--- src/hw/rtl/pcca_pkg.sv ---
package pcca_pkg;

    localparam int LANES      = 4;
    localparam int MAX_PIXELS = 4096;
    localparam int ADDR_W     = $clog2(MAX_PIXELS);

    localparam int SAMPLE_W   = 16;
    localparam int PROD_W     = 2 * SAMPLE_W;
    localparam int SUM_W      = PROD_W + $clog2(LANES);
    localparam int ACC_W      = 40;
    localparam int OUT_W      = 32;

    localparam int CNT_W      = 13;
    localparam int POS_W      = 12;
    localparam int LUSED_W    = 3;
    localparam int LN_W       = ($clog2(LANES + 1) > LUSED_W) ? $clog2(LANES + 1) : LUSED_W;

    localparam int IN_BITS    = 2 * LANES * SAMPLE_W + LUSED_W;
    localparam int IN_DATA_W  = ((IN_BITS + 7) / 8) * 8;
    localparam int OUT_BITS   = POS_W + OUT_W;
    localparam int OUT_DATA_W = ((OUT_BITS + 7) / 8) * 8;

    localparam int CFG_IDX_W  = 1;

    typedef logic signed [SAMPLE_W-1:0] t_sample;
    typedef logic signed [PROD_W-1:0]   t_prod;
    typedef logic signed [SUM_W-1:0]    t_sum;
    typedef logic signed [ACC_W-1:0]    t_acc;
    typedef logic signed [ACC_W:0]      t_acc_ext;

    typedef enum logic [CFG_IDX_W-1:0] {
        CFG_CHANNEL_COUNT = 1'b0,
        CFG_PIXEL_COUNT   = 1'b1
    } t_cfg_idx;

    typedef struct packed {
        logic [ADDR_W-1:0] idx;
        logic [POS_W-1:0]  pos;
        logic              first_grp;
        logic              final_grp;
        logic              last_pix;
    } t_item_ctl;

endpackage

--- src/hw/rtl/pcca_lane.sv ---
module pcca_lane (
    input  logic            i_clk,
    input  logic            i_en,
    input  logic            i_lane_on,
    input  pcca_pkg::t_sample i_sample,
    input  pcca_pkg::t_sample i_weight,
    output pcca_pkg::t_prod   o_product
);

    pcca_pkg::t_prod n_product;

    always_comb begin
        n_product = i_sample * i_weight;
        if (!i_lane_on) begin
            n_product = '0;
        end
    end

    always_ff @(posedge i_clk) begin
        if (i_en) begin
            o_product <= n_product;
        end
    end

endmodule

--- config.mk ---
export PLATFORM = sky130hd
export DESIGN_NAME = pcca_lane
export DESIGN_NICKNAME = d
export VERILOG_FILES = /design/src/hw/rtl/pcca_pkg.sv /design/src/hw/rtl/pcca_lane.sv
export SDC_FILE = /design/constraint.sdc
export NUM_CORES = 1
export LEC_CHECK = 0
export BUFFER_PORTS_ARGS = -buffer_cell sky130_fd_sc_hd__buf_2
export CAP_MARGIN = 20
export CORE_MARGIN = 3
export CORE_UTILIZATION = 60
export CTS_CLUSTER_DIAMETER = 150
export DETAILED_ROUTE_END_ITERATION = 10
export PLACE_DENSITY = 0.81
export SLEW_MARGIN = 20
export SYNTH_ARGS = -nofsm -noshare
export SYNTH_HDL_FRONTEND = slang
export SYNTH_SLANG_ARGS = --single-unit
--- constraint.sdc ---
create_clock -name i_clk -period 8.2 [get_ports i_clk]
set_clock_uncertainty 0.1 [all_clocks]
set_input_delay 2.05 -clock i_clk [delete_from_list [all_inputs] [get_ports i_clk]]
set_output_delay 2.05 -clock i_clk [all_outputs]
set_load 0.02 [all_outputs]
==> qor.yml <==
clkTransAtPathRegs_ns: 0.05
max-clock-path-buffers: 2
grt_max_degree: 37
drtIter0Drc: 428
seq_area_um2: 961
area_delta_synth_final_pct: 6.43
std_cell_rows: 48
antenna_found_initial: 0
ctsRootBufferMaster: "clkbuf_16"
start_util_pct: 62.3
fillCellCount: 1384
yosys_most_used_dff: "edfxtp_1"
num_vias: 7666
synth_area_leader_cell: "fa_1"
tns_ns: 0
hold_buffers: 0
hold_path.class: "input pin to register"
syn_avg_cell_area_um2: 9.67
synth_warnings: 0
grt_pass1_vias: 8545
synth_seq_cells: 32
cts_tree: "done"
track_usage_pct: 24.7
top_register: "o_product"
hpwlAfterDp_um: 19900
synth_top_cells_by_area: "fa_1, inv_1, ha_1"
synth_enable_flop_cells: 32
dr.pass1.iters: 8
status: "finished clean"
place_area_um2: 11500
cts_setup_buffers: 0
top_regs: "o_product x32"
dp.cells: 1397
fin_cells: 1405
numClockSinks: 32
max-slew-margin-rel_pct: 53.3
syn_area_um2: 11000
crit_arrival_ns: 7.80
worstSetupPathType: "input pin to register"
wl_um: 23300
die_h_um: 141
final_area_um2: 11700
required_ns: 8.22
synthesis.nets: 1512
wl_per_cell_um: 16.6
setup_viol: 0
cts_buffers: 5
cts_resized: 0
startpoint_type: "input pin"
fmax_mhz: 128
synthCells: 1133
multi_input_area_um2: 8780
ant_nets: 0
async_flop_share_pct: 0
core_um2: 17600
finalCriticalPeriod_ns: 7.79
rsz0062_at_grt: "false"
ios: 67
final_hold_viol_count: 0
dieArea_um2: 19900
ys_types: 48
worstPathMaxFanout: 11
routabilityCongestion: 0.880
yosysTopAreaCellShare_pct: 47.9
drive_above_1_share_pct: 7.80
die_x_um: 141
cap_violations: 0
remaining_drc_errors: 0
grt_pass1_wl_um: 39400
slew_viol_final: 0
cts.htree.levels: 2
antenna_cells: 0
tightest_slew_ns: 0.700
ys_top_cells_by_count: "inv_1, fa_1, and2_1, nand2_1, ha_1"
post-route-period-util_pct: 95.0
portBuffers: 66
yosysMostFrequentCell: "inv_1"
overflow: 0
largest_reg_flops: 32
nNetsFinal: 1558
endpoint_kind: "register"
drt-vias-per-instance: 5.46
yosysSeqAreaShare_pct: 8.77
==> layout make-up <==
class                           instances  area share (%)
Sequential cell                        32            8.24
Inverter                              287            9.24
Tap cell                              225            2.41
Multi-Input combinational cell        779            75.3
Timing Repair Buffer                   74            3.35
Clock buffer                            6            1.11
Clock inverter                          2           0.300
==> logic make-up after synthesis <==
logic type,after synthesis,synth area share [%]
compound gates,78,5.00
xor+xnor,28,2.24
fa+ha+maj,344,57.2
buf+inv,322,11.0
flops,32,8.77
mux,3,0.274
simple gates,326,15.4
==> stage by stage <==
stage          utilization [%]  hold WS [ns]  setup slack (ns)
2_1_floorplan                -          2.06             0.510
3_3_place_gp              65.3          2.39             0.275
3_5_place_dp              65.3          2.39             0.179
4_1_cts                   66.3          2.26             0.435
5_1_grt                   66.3          2.27             0.138
6_report                  66.3          2.26             0.412
==> final timing paths <==
path | from | to | depth (start not counted)
worst max-delay path | i_sample[15] | o_product[28] | 20
worst min-delay path | i_en | o_product[30] | 1
==> placed cells by master, fill, tap and decap left out, types with 10 or more instances in the layout <==
master / instances
a21oi_1: 24
and2_1: 144
edfxtp_1: 32
nor2_1: 18
fa_1: 262
ha_1: 82
buf_2: 66
nand2_1: 129
inv_1: 287
a21o_1: 10
xnor2_1: 21
nand2b_1: 12
==> metal layers <==
layer | GRT usage, % | share of wire, % | up-vias
li1 | - | - | 3422
met1 | 28.8 | 36 | 3956
met2 | 47.2 | 56 | 233
met3 | 2.88 | 4.4 | 55
met4 | 7.65 | 3.3 | 0
met5 | 0 | 0 | -
==> worst max-delay path, stage by stage <==
cell and delay (ns):
buf_2 0.18, nand2_1 0.13, inv_1 0.09, fa_1 0.76, fa_1 0.50, fa_1 0.51
fa_1 0.52, fa_1 0.49, inv_1 0.05, fa_1 0.47, inv_1 0.04, ha_1 0.33
a21o_1 0.18, a21oi_1 0.13, inv_1 0.06, or3_1 0.37, o21ai_1 0.21, o21ai_1 0.17
o31ai_1 0.29, mux2i_1 0.25
Power is left out: the tool's default activity adds up to more than one toggle a clock period on the data nets, which glitch-free logic cannot reach.
