--- config.mk ---
export PLATFORM = sky130hd
export DESIGN_NAME = pcca_merge
export DESIGN_NICKNAME = d
export VERILOG_FILES = /design/src/hw/rtl/pcca_pkg.sv /design/src/hw/rtl/pcca_merge.sv
export SDC_FILE = /design/constraint.sdc
export NUM_CORES = 1
export LEC_CHECK = 0
export BUFFER_PORTS_ARGS = -buffer_cell sky130_fd_sc_hd__buf_2
export CAP_MARGIN = 15
export CORE_MARGIN = 8
export CORE_UTILIZATION = 55
export DETAILED_ROUTE_END_ITERATION = 12
export GPL_ROUTABILITY_DRIVEN = 0
export GPL_TIMING_DRIVEN = 0
export MAX_ROUTING_LAYER = met4
export PLACE_DENSITY = 0.95
export SLEW_MARGIN = 15
export SYNTH_ARGS = -nofsm -noshare
export SYNTH_HDL_FRONTEND = slang
export SYNTH_SLANG_ARGS = --single-unit
--- constraint.sdc ---
create_clock -name i_clk -period 5.51 [get_ports i_clk]
set_input_delay 0.551 -clock i_clk [delete_from_list [all_inputs] [get_ports i_clk]]
set_output_delay 0.551 -clock i_clk [all_outputs]
set_load 0.03 [all_outputs]
--- src/hw/rtl/pcca_pkg.sv ---
package pcca_pkg;

    localparam int LANES      = 4;
    localparam int MAX_PIXELS = 4096;
    localparam int ADDR_W     = $clog2(MAX_PIXELS);

    localparam int SAMPLE_W   = 16;
    localparam int PROD_W     = 2 * SAMPLE_W;
    localparam int SUM_W      = PROD_W + $clog2(LANES);
    localparam int ACC_W      = 40;
    localparam int OUT_W      = 32;

    localparam int CNT_W      = 13;
    localparam int POS_W      = 12;
    localparam int LUSED_W    = 3;
    localparam int LN_W       = ($clog2(LANES + 1) > LUSED_W) ? $clog2(LANES + 1) : LUSED_W;

    localparam int IN_BITS    = 2 * LANES * SAMPLE_W + LUSED_W;
    localparam int IN_DATA_W  = ((IN_BITS + 7) / 8) * 8;
    localparam int OUT_BITS   = POS_W + OUT_W;
    localparam int OUT_DATA_W = ((OUT_BITS + 7) / 8) * 8;

    localparam int CFG_IDX_W  = 1;

    typedef logic signed [SAMPLE_W-1:0] t_sample;
    typedef logic signed [PROD_W-1:0]   t_prod;
    typedef logic signed [SUM_W-1:0]    t_sum;
    typedef logic signed [ACC_W-1:0]    t_acc;
    typedef logic signed [ACC_W:0]      t_acc_ext;

    typedef enum logic [CFG_IDX_W-1:0] {
        CFG_CHANNEL_COUNT = 1'b0,
        CFG_PIXEL_COUNT   = 1'b1
    } t_cfg_idx;

    typedef struct packed {
        logic [ADDR_W-1:0] idx;
        logic [POS_W-1:0]  pos;
        logic              first_grp;
        logic              final_grp;
        logic              last_pix;
    } t_item_ctl;

endpackage

--- src/hw/rtl/pcca_merge.sv ---
module pcca_merge (
    input  logic            i_clk,
    input  logic            i_en,
    input  pcca_pkg::t_prod i_products [pcca_pkg::LANES],
    output pcca_pkg::t_sum  o_sum
);

    pcca_pkg::t_sum n_sum;

    always_comb begin
        n_sum = '0;
        for (int k = 0; k < pcca_pkg::LANES; k++) begin
            n_sum = n_sum + pcca_pkg::t_sum'(i_products[k]);
        end
    end

    always_ff @(posedge i_clk) begin
        if (i_en) begin
            o_sum <= n_sum;
        end
    end

endmodule

==> metrics.md, run 1 <==
| Metric | Value |
|---|---|
| Crit path DAT | `approximately 3.8 ns` |
| Adder-Cell Fraction of Synth Area | `36.9%` |
| Vias in the first global route | `between 4k and 5k` |
| Layout Nets | `about 900` |
| First-pass GRT wire length | `19100 um` |
| CTS Buf Count | `5` |
| Crit path required time | `approximately 5.5 ns` |
| Seq pwr share | `22.6%` |
| Distinct cells, synth | `40` |
| Most numerous cell in the Yosys netlist | `inv_1` |
| Port buffer count | `between 150 and 200` |
| Static Leak | `3.13 nW` |
| Final WS setup | `around 1.8 ns` |
| Cell count after synthesis | `about 520` |
| Critical-path cell list | `buf_2, fa_1, fa_1, ha_1, fa_1, a21o_1, a221o_1, nand4_1, nand4_1, a31oi_1, o21ai_1, xor2_1` |
| Syn-to-layout area delta | `22.1%` |
| Max Cap Viol | `0` |
| CP max-delay cell | `fa_1` |
| Crit path top cell by count | `fa_1` |
| Yosys warnings | `0` |
| VDD IR max | `~0.15 mV` |
| Mux contribution to synthesized area | `0%` |
| Max Slew Vio Count | `0` |
| Clock Tree Buf Depth | `2` |
| Final setup viols | `0` |
| Number of routed nets with antenna violations | `0` |
| Share of cells above drive strength 1 | `a little over a quarter` |
| Unrepaired setup endpoints after global routing | `false` |
| Core area | `8220 um2` |
| Cell Rows | `33` |
| Post-Syn Area | `approximately 4600 um2` |
| Clk pin slew, worst setup/hold paths | `roughly 0.070 ns` |
| Relative slew slack | `around 50%` |
| Largest register by flop count | `o_sum` |
| DP Worst Slack | `1.49 ns` |
| Number of H-tree levels | `2` |
| Psw | `1.14 mW` |
| Via density | `around 5.2` |
| Starting Density | `a little under three fifths` |
| Largest regs | `o_sum x34` |
| Syn Area/Cell | `between 8 and 9 um2` |
| Synth async-reset ratio | `0%` |
| Worst Setup Start Kind | `primary input` |
| IO Pins | `164` |
| Fill cell count | `599` |
| Status | `finished clean` |
| Most common flop cell mapped by yosys | `edfxtp_1` |
| CP Launch Point | `i_products[1]` |
| # clock sinks | `34` |
| Largest net degree at the start of global routing | `35` |
| Min cycle time layout | `3.76 ns` |
| Ant diodes | `0` |
| Post-synthesis simple-gate area fraction | `about 8.4%` |
| Sw frac | `50.1%` |
| Crit. End Element | `flip-flop` |
| Combinational power share | `approximately 70%` |
| Largest family of logic cells by synthesized area | `adder cells` |
| Drt first pass iters | `6` |
| Layout Cells excl Fill | `about 790` |
| Detailed Place HPWL | `10300 um` |
| Post-synthesis xor/xnor area fraction | `under 10%` |
| Cell Pwr Density | `~400 nW/um2` |
| Setup TNS | `0 ns` |
| Final hold violation count | `0` |
| Drc violations | `0` |
| Per-cell routed wire length | `~15 um` |
| Hold-fix buffers, CTS | `0` |
| Pint | `roughly 1.1 mW` |
| Min-Delay Endpoint | `o_sum[0]$_DFFE_PP_` |
| Share of the synthesized area in the top cell type | `28.0%` |
| Top post-synthesis cells by area | `fa_1 28%, edfxtp_1 22%, inv_1 14%` |
| Placed cells | `786` |
| Clock Power Share | `~7.6%` |
| Synth area leader | `fa_1` |
| Worst path max stage delay | `roughly 0.55 ns` |
| Clock Tree Root | `clkbuf_8` |
| TritonCTS clock tree | `built` |
| Part of the Yosys area used for sequential elements | `between 20 and 25%` |
| Die span in x | `around 110 um` |
| Tcrit/Tclk final | `about two thirds` |
| Synth Register Bits | `34` |
| GRT Total Usage | `20.5%` |
| Post-synth top cells | `171 x inv_1, 65 x fa_1, 37 x a21oi_1, 34 x edfxtp_1, 33 x ha_1` |
| Fmax | `266 MHz` |
| DR vias | `approximately 4k` |
| WL final | `roughly 12000 um` |
| Maximum fanout along the worst path | `5` |
| Least-Margin Pin Slew | `around 0.75 ns` |
| Hold Path Class | `in -> reg` |
| Number of synthesized flops with an enable pin | `34` |
| Die Area | `around 12000 um2` |
| Initial antenna violation count | `0` |
| Kind of critical path | `in -> reg` |
| Syn Nets | `roughly 750` |
| Postcts setup bufs | `0` |
| Hold path start | `i_products[96]` |
| Compound-gate portion of the synthesized area | `roughly an eighth` |
| Worst Hold Depth | `2` |
| Initial drt markers | `roughly 380` |
| Largest register FFs | `34` |
| Die Span Y | `108 um` |
| Post-cts gate resize count | `0` |
| Overflow after GRT | `0` |
## per-stage QoR
step                hold slack, ns  cell area (um2)  total power [mW]  util, %
global route                 0.555             5680              2.43     69.1
floorplan                    0.663             4650              1.65        -
CTS                          0.563             5680              2.25     69.1
global placement             0.855             5600              1.98     68.1
detailed placement           0.861             5600              2.07     68.1
finish                       0.566             5680              2.26     69.1
## cell type report
class	instances	area, um2	area share (%)
flip-flops and latches	34	1020	18.0
inverters	171	642	11.3
multi-input cells	305	2950	52.0
well taps	105	131	2.31
repair buffers	163	816	14.4
clock inverters	2	10.0	0.176
plain buffers	8	33.8	0.595
clock buffers	5	68.8	1.21
## worst max-delay path by stage
| stage | cells after the start | to | slack (ns) |
|---|---|---|---|
| 2_1_floorplan | 11 | o_sum[21]$_DFFE_PP_ | 1.91 |
| 3_3_place_gp | 12 | o_sum[31]$_DFFE_PP_ | 1.51 |
| 3_5_place_dp | 12 | o_sum[31]$_DFFE_PP_ | 1.49 |
| 4_1_cts | 12 | o_sum[31]$_DFFE_PP_ | 1.78 |
| 5_1_grt | 12 | o_sum[31]$_DFFE_PP_ | 1.62 |
| 6_report | 12 | o_sum[31]$_DFFE_PP_ | 1.75 |
## layer usage
layer  GRT usage [%]  routed length (um)  vias to the layer above
li1                -                   -                     1943
met1            21.8                4270                     1893
met2            36.4                6120                      219
met3            3.21                 805                       49
met4            9.51                 454                        0
met5               -                   0                        -
## worst max-delay path: cells and delay by family
kind	cells	cell delay, ns
AOI/OAI and AO/OA	4	1.03
xor gates and xnor gates	1	0.16
adders and majority gates	4	1.60
buffers and inverters	1	0.11
and+or+nand+nor	2	0.34
## logic make-up (layout without fill, tap and decap cells)
logic type,after synthesis,count (layout)
adders and majority gates,98,98
DFF,34,34
buffers and inverters,179,349
AOI/OAI and AO/OA,94,94
and+or+nand+nor,83,83
xor gates and xnor gates,30,30
## power groups by stage
| stage | registers (mW) | clock network (mW) | logic [mW] |
|---|---|---|---|
| after detailed placement | 0.516 | 0 | 1.56 |
| after floorplan | 0.777 | 0 | 0.876 |
| final | 0.511 | 0.172 | 1.58 |
| after global routing | 0.521 | 0.183 | 1.72 |
| after global placement | 0.505 | 0 | 1.48 |
| after CTS | 0.512 | 0.173 | 1.57 |
## layout by cell type (no fill, tap or decap), drive strengths merged, types with 3 or more instances in the layout
master and n:
o21a 4, nand3 3, buf 166, edfxtp 34, nand4 12, a21oi 40
o21bai 3, xor2 10, o21ai 19, fa 65, clkbuf 10, and3 5
a21o 10, xnor2 20, nor3 8, o211ai 3, nor2 19, nand2 29
ha 33, inv 171
Power figures use the tool's default switching activity.
==> inputs of run 2 (changes only) <==
- ABC_AREA: default -> 1
- CORE_UTILIZATION: 55 -> 54
- clock period: 5.51 -> 3.8 ns (I/O delays scaled with it)
==> run 2 against run 1 <==
Count of clock-buffer cells in the layout is 1 higher. First-iteration DRC count is 24% lower. Worst setup slack worse by 0.95 ns. Critical endpoint unchanged. Largest cell class unchanged. Highest routed layer unchanged.
==> metrics.md, run 2 <==
| Metric | Value |
|---|---|
| IO Pins | `164 (unchanged)` |
| CTS Buf Count | `5 (unchanged)` |
| Yosys warnings | `0 (unchanged)` |
| Tcrit/Tclk final | `between 70% and 80%` |
| Die span in x | `116 um (was 108 um)` |
| Initial antenna violation count | `0 (unchanged)` |
| Static Leak | `4.21 nW (was 3.13 nW)` |
| DP Worst Slack | `0.514 ns (was 1.49 ns)` |
| Placed inst area | `6360 um2 (was 5600 um2)` |
| Detailed Place HPWL | `11300 um (was 10300 um)` |
| Die Span Y | `116 um (was 108 um)` |
| Tot Pwr | `3.35 mW (was 2.26 mW)` |
| Hold Path Class | `in -> reg (unchanged)` |
| Post-cts gate resize count | `0 (unchanged)` |
| Port buffer count | `163 (unchanged)` |
| Clk pin slew, worst setup/hold paths | `0.08 ns (was 0.07 ns)` |
| Drt first pass iters | `5 (was 6)` |
| Setup TNS | `0 ns (unchanged)` |
| Syn-to-layout area delta | `19.8% (was 22.1%)` |
| Syn Nets | `1016 (was 746)` |
| Postcts setup bufs | `0 (unchanged)` |
| Crit path max-delay family | `adder cells (unchanged)` |
| Relative slew slack | `44.9% (was 50.1%)` |
| Maximum fanout along the worst path | `3 (was 5)` |
| Clock Tree Root | `clkbuf_8 (unchanged)` |
| Min cycle time layout | `3.00 ns` |
| Ant diodes | `0 (unchanged)` |
| Clock Power Share | `7.9% (was 7.6%)` |
| Sw frac | `52.7% (was 50.1%)` |
| Synth area leader | `fa_1 (unchanged)` |
| Psw | `1.76 mW (was 1.14 mW)` |
| Largest net degree at the start of global routing | `35 (unchanged)` |
| Core area | `9730 um2 (was 8220 um2)` |
| Cell count after synthesis | `788 (was 518)` |
| Largest register FFs | `34 (unchanged)` |
| Synth Register Bits | `34 (unchanged)` |
| Number of routed nets with antenna violations | `0 (unchanged)` |
| Vias in the first global route | `5205 (was 4454)` |
| Largest register by flop count | `o_sum (unchanged)` |
| Crit path required time | `3.86 ns (was 5.54 ns)` |
| WL final | `12600 um (was 11700 um)` |
| Most common flop cell mapped by yosys | `edfxtp_1 (unchanged)` |
| Layout Nets | `1186 (was 916)` |
| Cell Rows | `36 (was 33)` |
| Share of the synthesized area in the top cell type | `24.2% (was 28.0%)` |
| Worst Setup Start Kind | `primary input (unchanged)` |
| Initial drt markers | `289 (was 381)` |
| Part of the Yosys area used for sequential elements | `19.0% (was 22.0%)` |
| Crit. End Element | `flip-flop (unchanged)` |
| TritonCTS clock tree | `built (unchanged)` |
| Per-cell routed wire length | `11.6 um (was 14.7 um)` |
| Via density | `4.56 (was 5.18)` |
| Number of synthesized flops with an enable pin | `34 (unchanged)` |
| CP max-delay cell | `fa_1 (unchanged)` |
| Starting Density | `55.3% (was 56.6%)` |
| Max Slew Vio Count | `0 (unchanged)` |
| Top post-synthesis cells by area | `fa_1 24%, inv_1 20%, edfxtp_1 19% (was fa_1 28%, edfxtp_1 22%, inv_1 14%)` |
| Pint | `1.59 mW (was 1.13 mW)` |
| Least-Margin Pin Slew | `0.827 ns (was 0.749 ns)` |
| Most common cell after layout, fill and taps aside | `inv_1 (unchanged)` |
| GRT Total Usage | `20.3% (was 20.5%)` |
| Post-synth top cells | `291 x inv_1, 249 x nand2_1, 65 x fa_1, 39 x nor2_1, 34 x edfxtp_1 (was 171 x inv_1, 65 x fa_1, 37 x a21oi_1, 34 x edfxtp_1, 33 x ha_1)` |
| Fmax | `between 300 and 400 MHz` |
| Hold-fix buffers, CTS | `0 (unchanged)` |
| Crit path DAT | `3.05 ns (was 3.79 ns)` |
| Distinct cells, synth | `17 (was 40)` |
| Clock Tree Buf Depth | `2 (unchanged)` |
| Final WS setup | `0.802 ns (was 1.75 ns)` |
| Largest regs | `o_sum x34 (unchanged)` |
| Layout Cells excl Fill | `1092 (was 793)` |
| Most frequent cells in the layout | `291 x inv_1, 249 x nand2_1, 163 x buf_2 (was 171 x inv_1, 166 x buf_2, 65 x fa_1)` |
| WP buf/inv | `1 (unchanged)` |
| Post-Syn Area | `5380 um2 (was 4650 um2)` |
| Max Cap Viol | `0 (unchanged)` |
| Finished Cell Area | `6440 um2 (was 5680 um2)` |
| Critical-path cell list | `buf_2, fa_1, fa_1, ha_1, fa_1, nand2_1, nand2_1, nand3_1, nand2_1, nand2_1, nand2_1, nand2_1, nand2_1, nand2_1, nand2_1 (was buf_2, fa_1, fa_1, ha_1, fa_1, a21o_1, a221o_1, nand4_1, nand4_1, a31oi_1, o21ai_1, xor2_1)` |
| Syn Area/Cell | `6.82 um2 (was 8.98 um2)` |
| Overflow after GRT | `0 (unchanged)` |
| Synth async-reset ratio | `0% (unchanged)` |
| Unrepaired setup endpoints after global routing | `false (unchanged)` |
| Final hold violation count | `0 (unchanged)` |
| Kind of critical path | `in -> reg (unchanged)` |
| Final setup viols | `0 (unchanged)` |
| Crit path top cell by count | `nand2_1 (was fa_1)` |
| Cell Pwr Density | `520 nW/um2 (was 399 nW/um2)` |
| Combinational power share | `71.3% (was 69.8%)` |
| Drc violations | `0 (unchanged)` |
| Placed cells | `1084 (was 786)` |
| Most numerous cell in the Yosys netlist | `inv_1 (unchanged)` |
| # clock sinks | `34 (unchanged)` |
| Die Area | `13400 um2 (was 11700 um2)` |
| Status | `finished clean (unchanged)` |
| Fill cell count | `815 (was 599)` |
| Seq pwr share | `20.8% (was 22.6%)` |
| First-pass GRT wire length | `21600 um (was 19100 um)` |
| Share of cells above drive strength 1 | `18.4% (was 26.0%)` |
| DR vias | `4979 (was 4104)` |
| Worst path max stage delay | `0.56 ns (was 0.55 ns)` |
| VDD IR max | `0.216 mV (was 0.151 mV)` |
| Number of H-tree levels | `2 (unchanged)` |
[run 2: path summary, 6_finish.rpt]
kind | cells after the start | endpoint | startpoint
setup / recovery | 15 | o_sum[31]$_DFFE_PP_ | i_products[1]
hold / removal | 2 | o_sum[0]$_DFFE_PP_ | i_products[96]
[run 2: logic make-up after synthesis]
group                    synth area share (%)
AND/OR/NAND/NOR                          24.1
buffers and inverters                    20.3
adder cells (fa/ha/maj)                  31.9
flip-flops                               19.0
AO/OA/AOI/OAI                            2.14
XOR/XNOR                                 2.61
[run 2: routing by layer]
layer | vias to the layer above | wire length, um | global-route usage [%]
li1 | 2550 | - | -
met1 | 2210 | 4900 | 21.5
met2 | 195 | 6490 | 37.6
met3 | 24 | 963 | 3.70
met4 | 0 | 276 | 6.14
met5 | - | 0 | -
[run 2: power groups by stage]
stage	clock network [mW]	logic (mW)	registers (mW)
floorplan	0	1.40	1.06
global placement	0	2.30	0.699
detailed placement	0	2.37	0.708
CTS	0.268	2.38	0.700
global route	0.281	2.70	0.713
finish	0.264	2.39	0.698
[run 2: cell type report]
type | count | area [um2] | area share, %
Clock buffer | 6 | 72.6 | 1.13
Clock inverter | 2 | 8.76 | 0.136
Inverter | 291 | 1090 | 17.0
Sequential cell | 34 | 1020 | 15.9
Multi-Input combinational cell | 463 | 3260 | 50.7
Timing Repair Buffer | 163 | 816 | 12.7
Tap cell | 133 | 166 | 2.58
[run 2: through the flow]
step | util (%) | hold WS [ns]
after floorplan | - | 0.492
after global placement | 65.4 | 0.678
after detailed placement | 65.4 | 0.683
after CTS | 66.2 | 0.382
after global routing | 66.2 | 0.388
final | 66.2 | 0.389
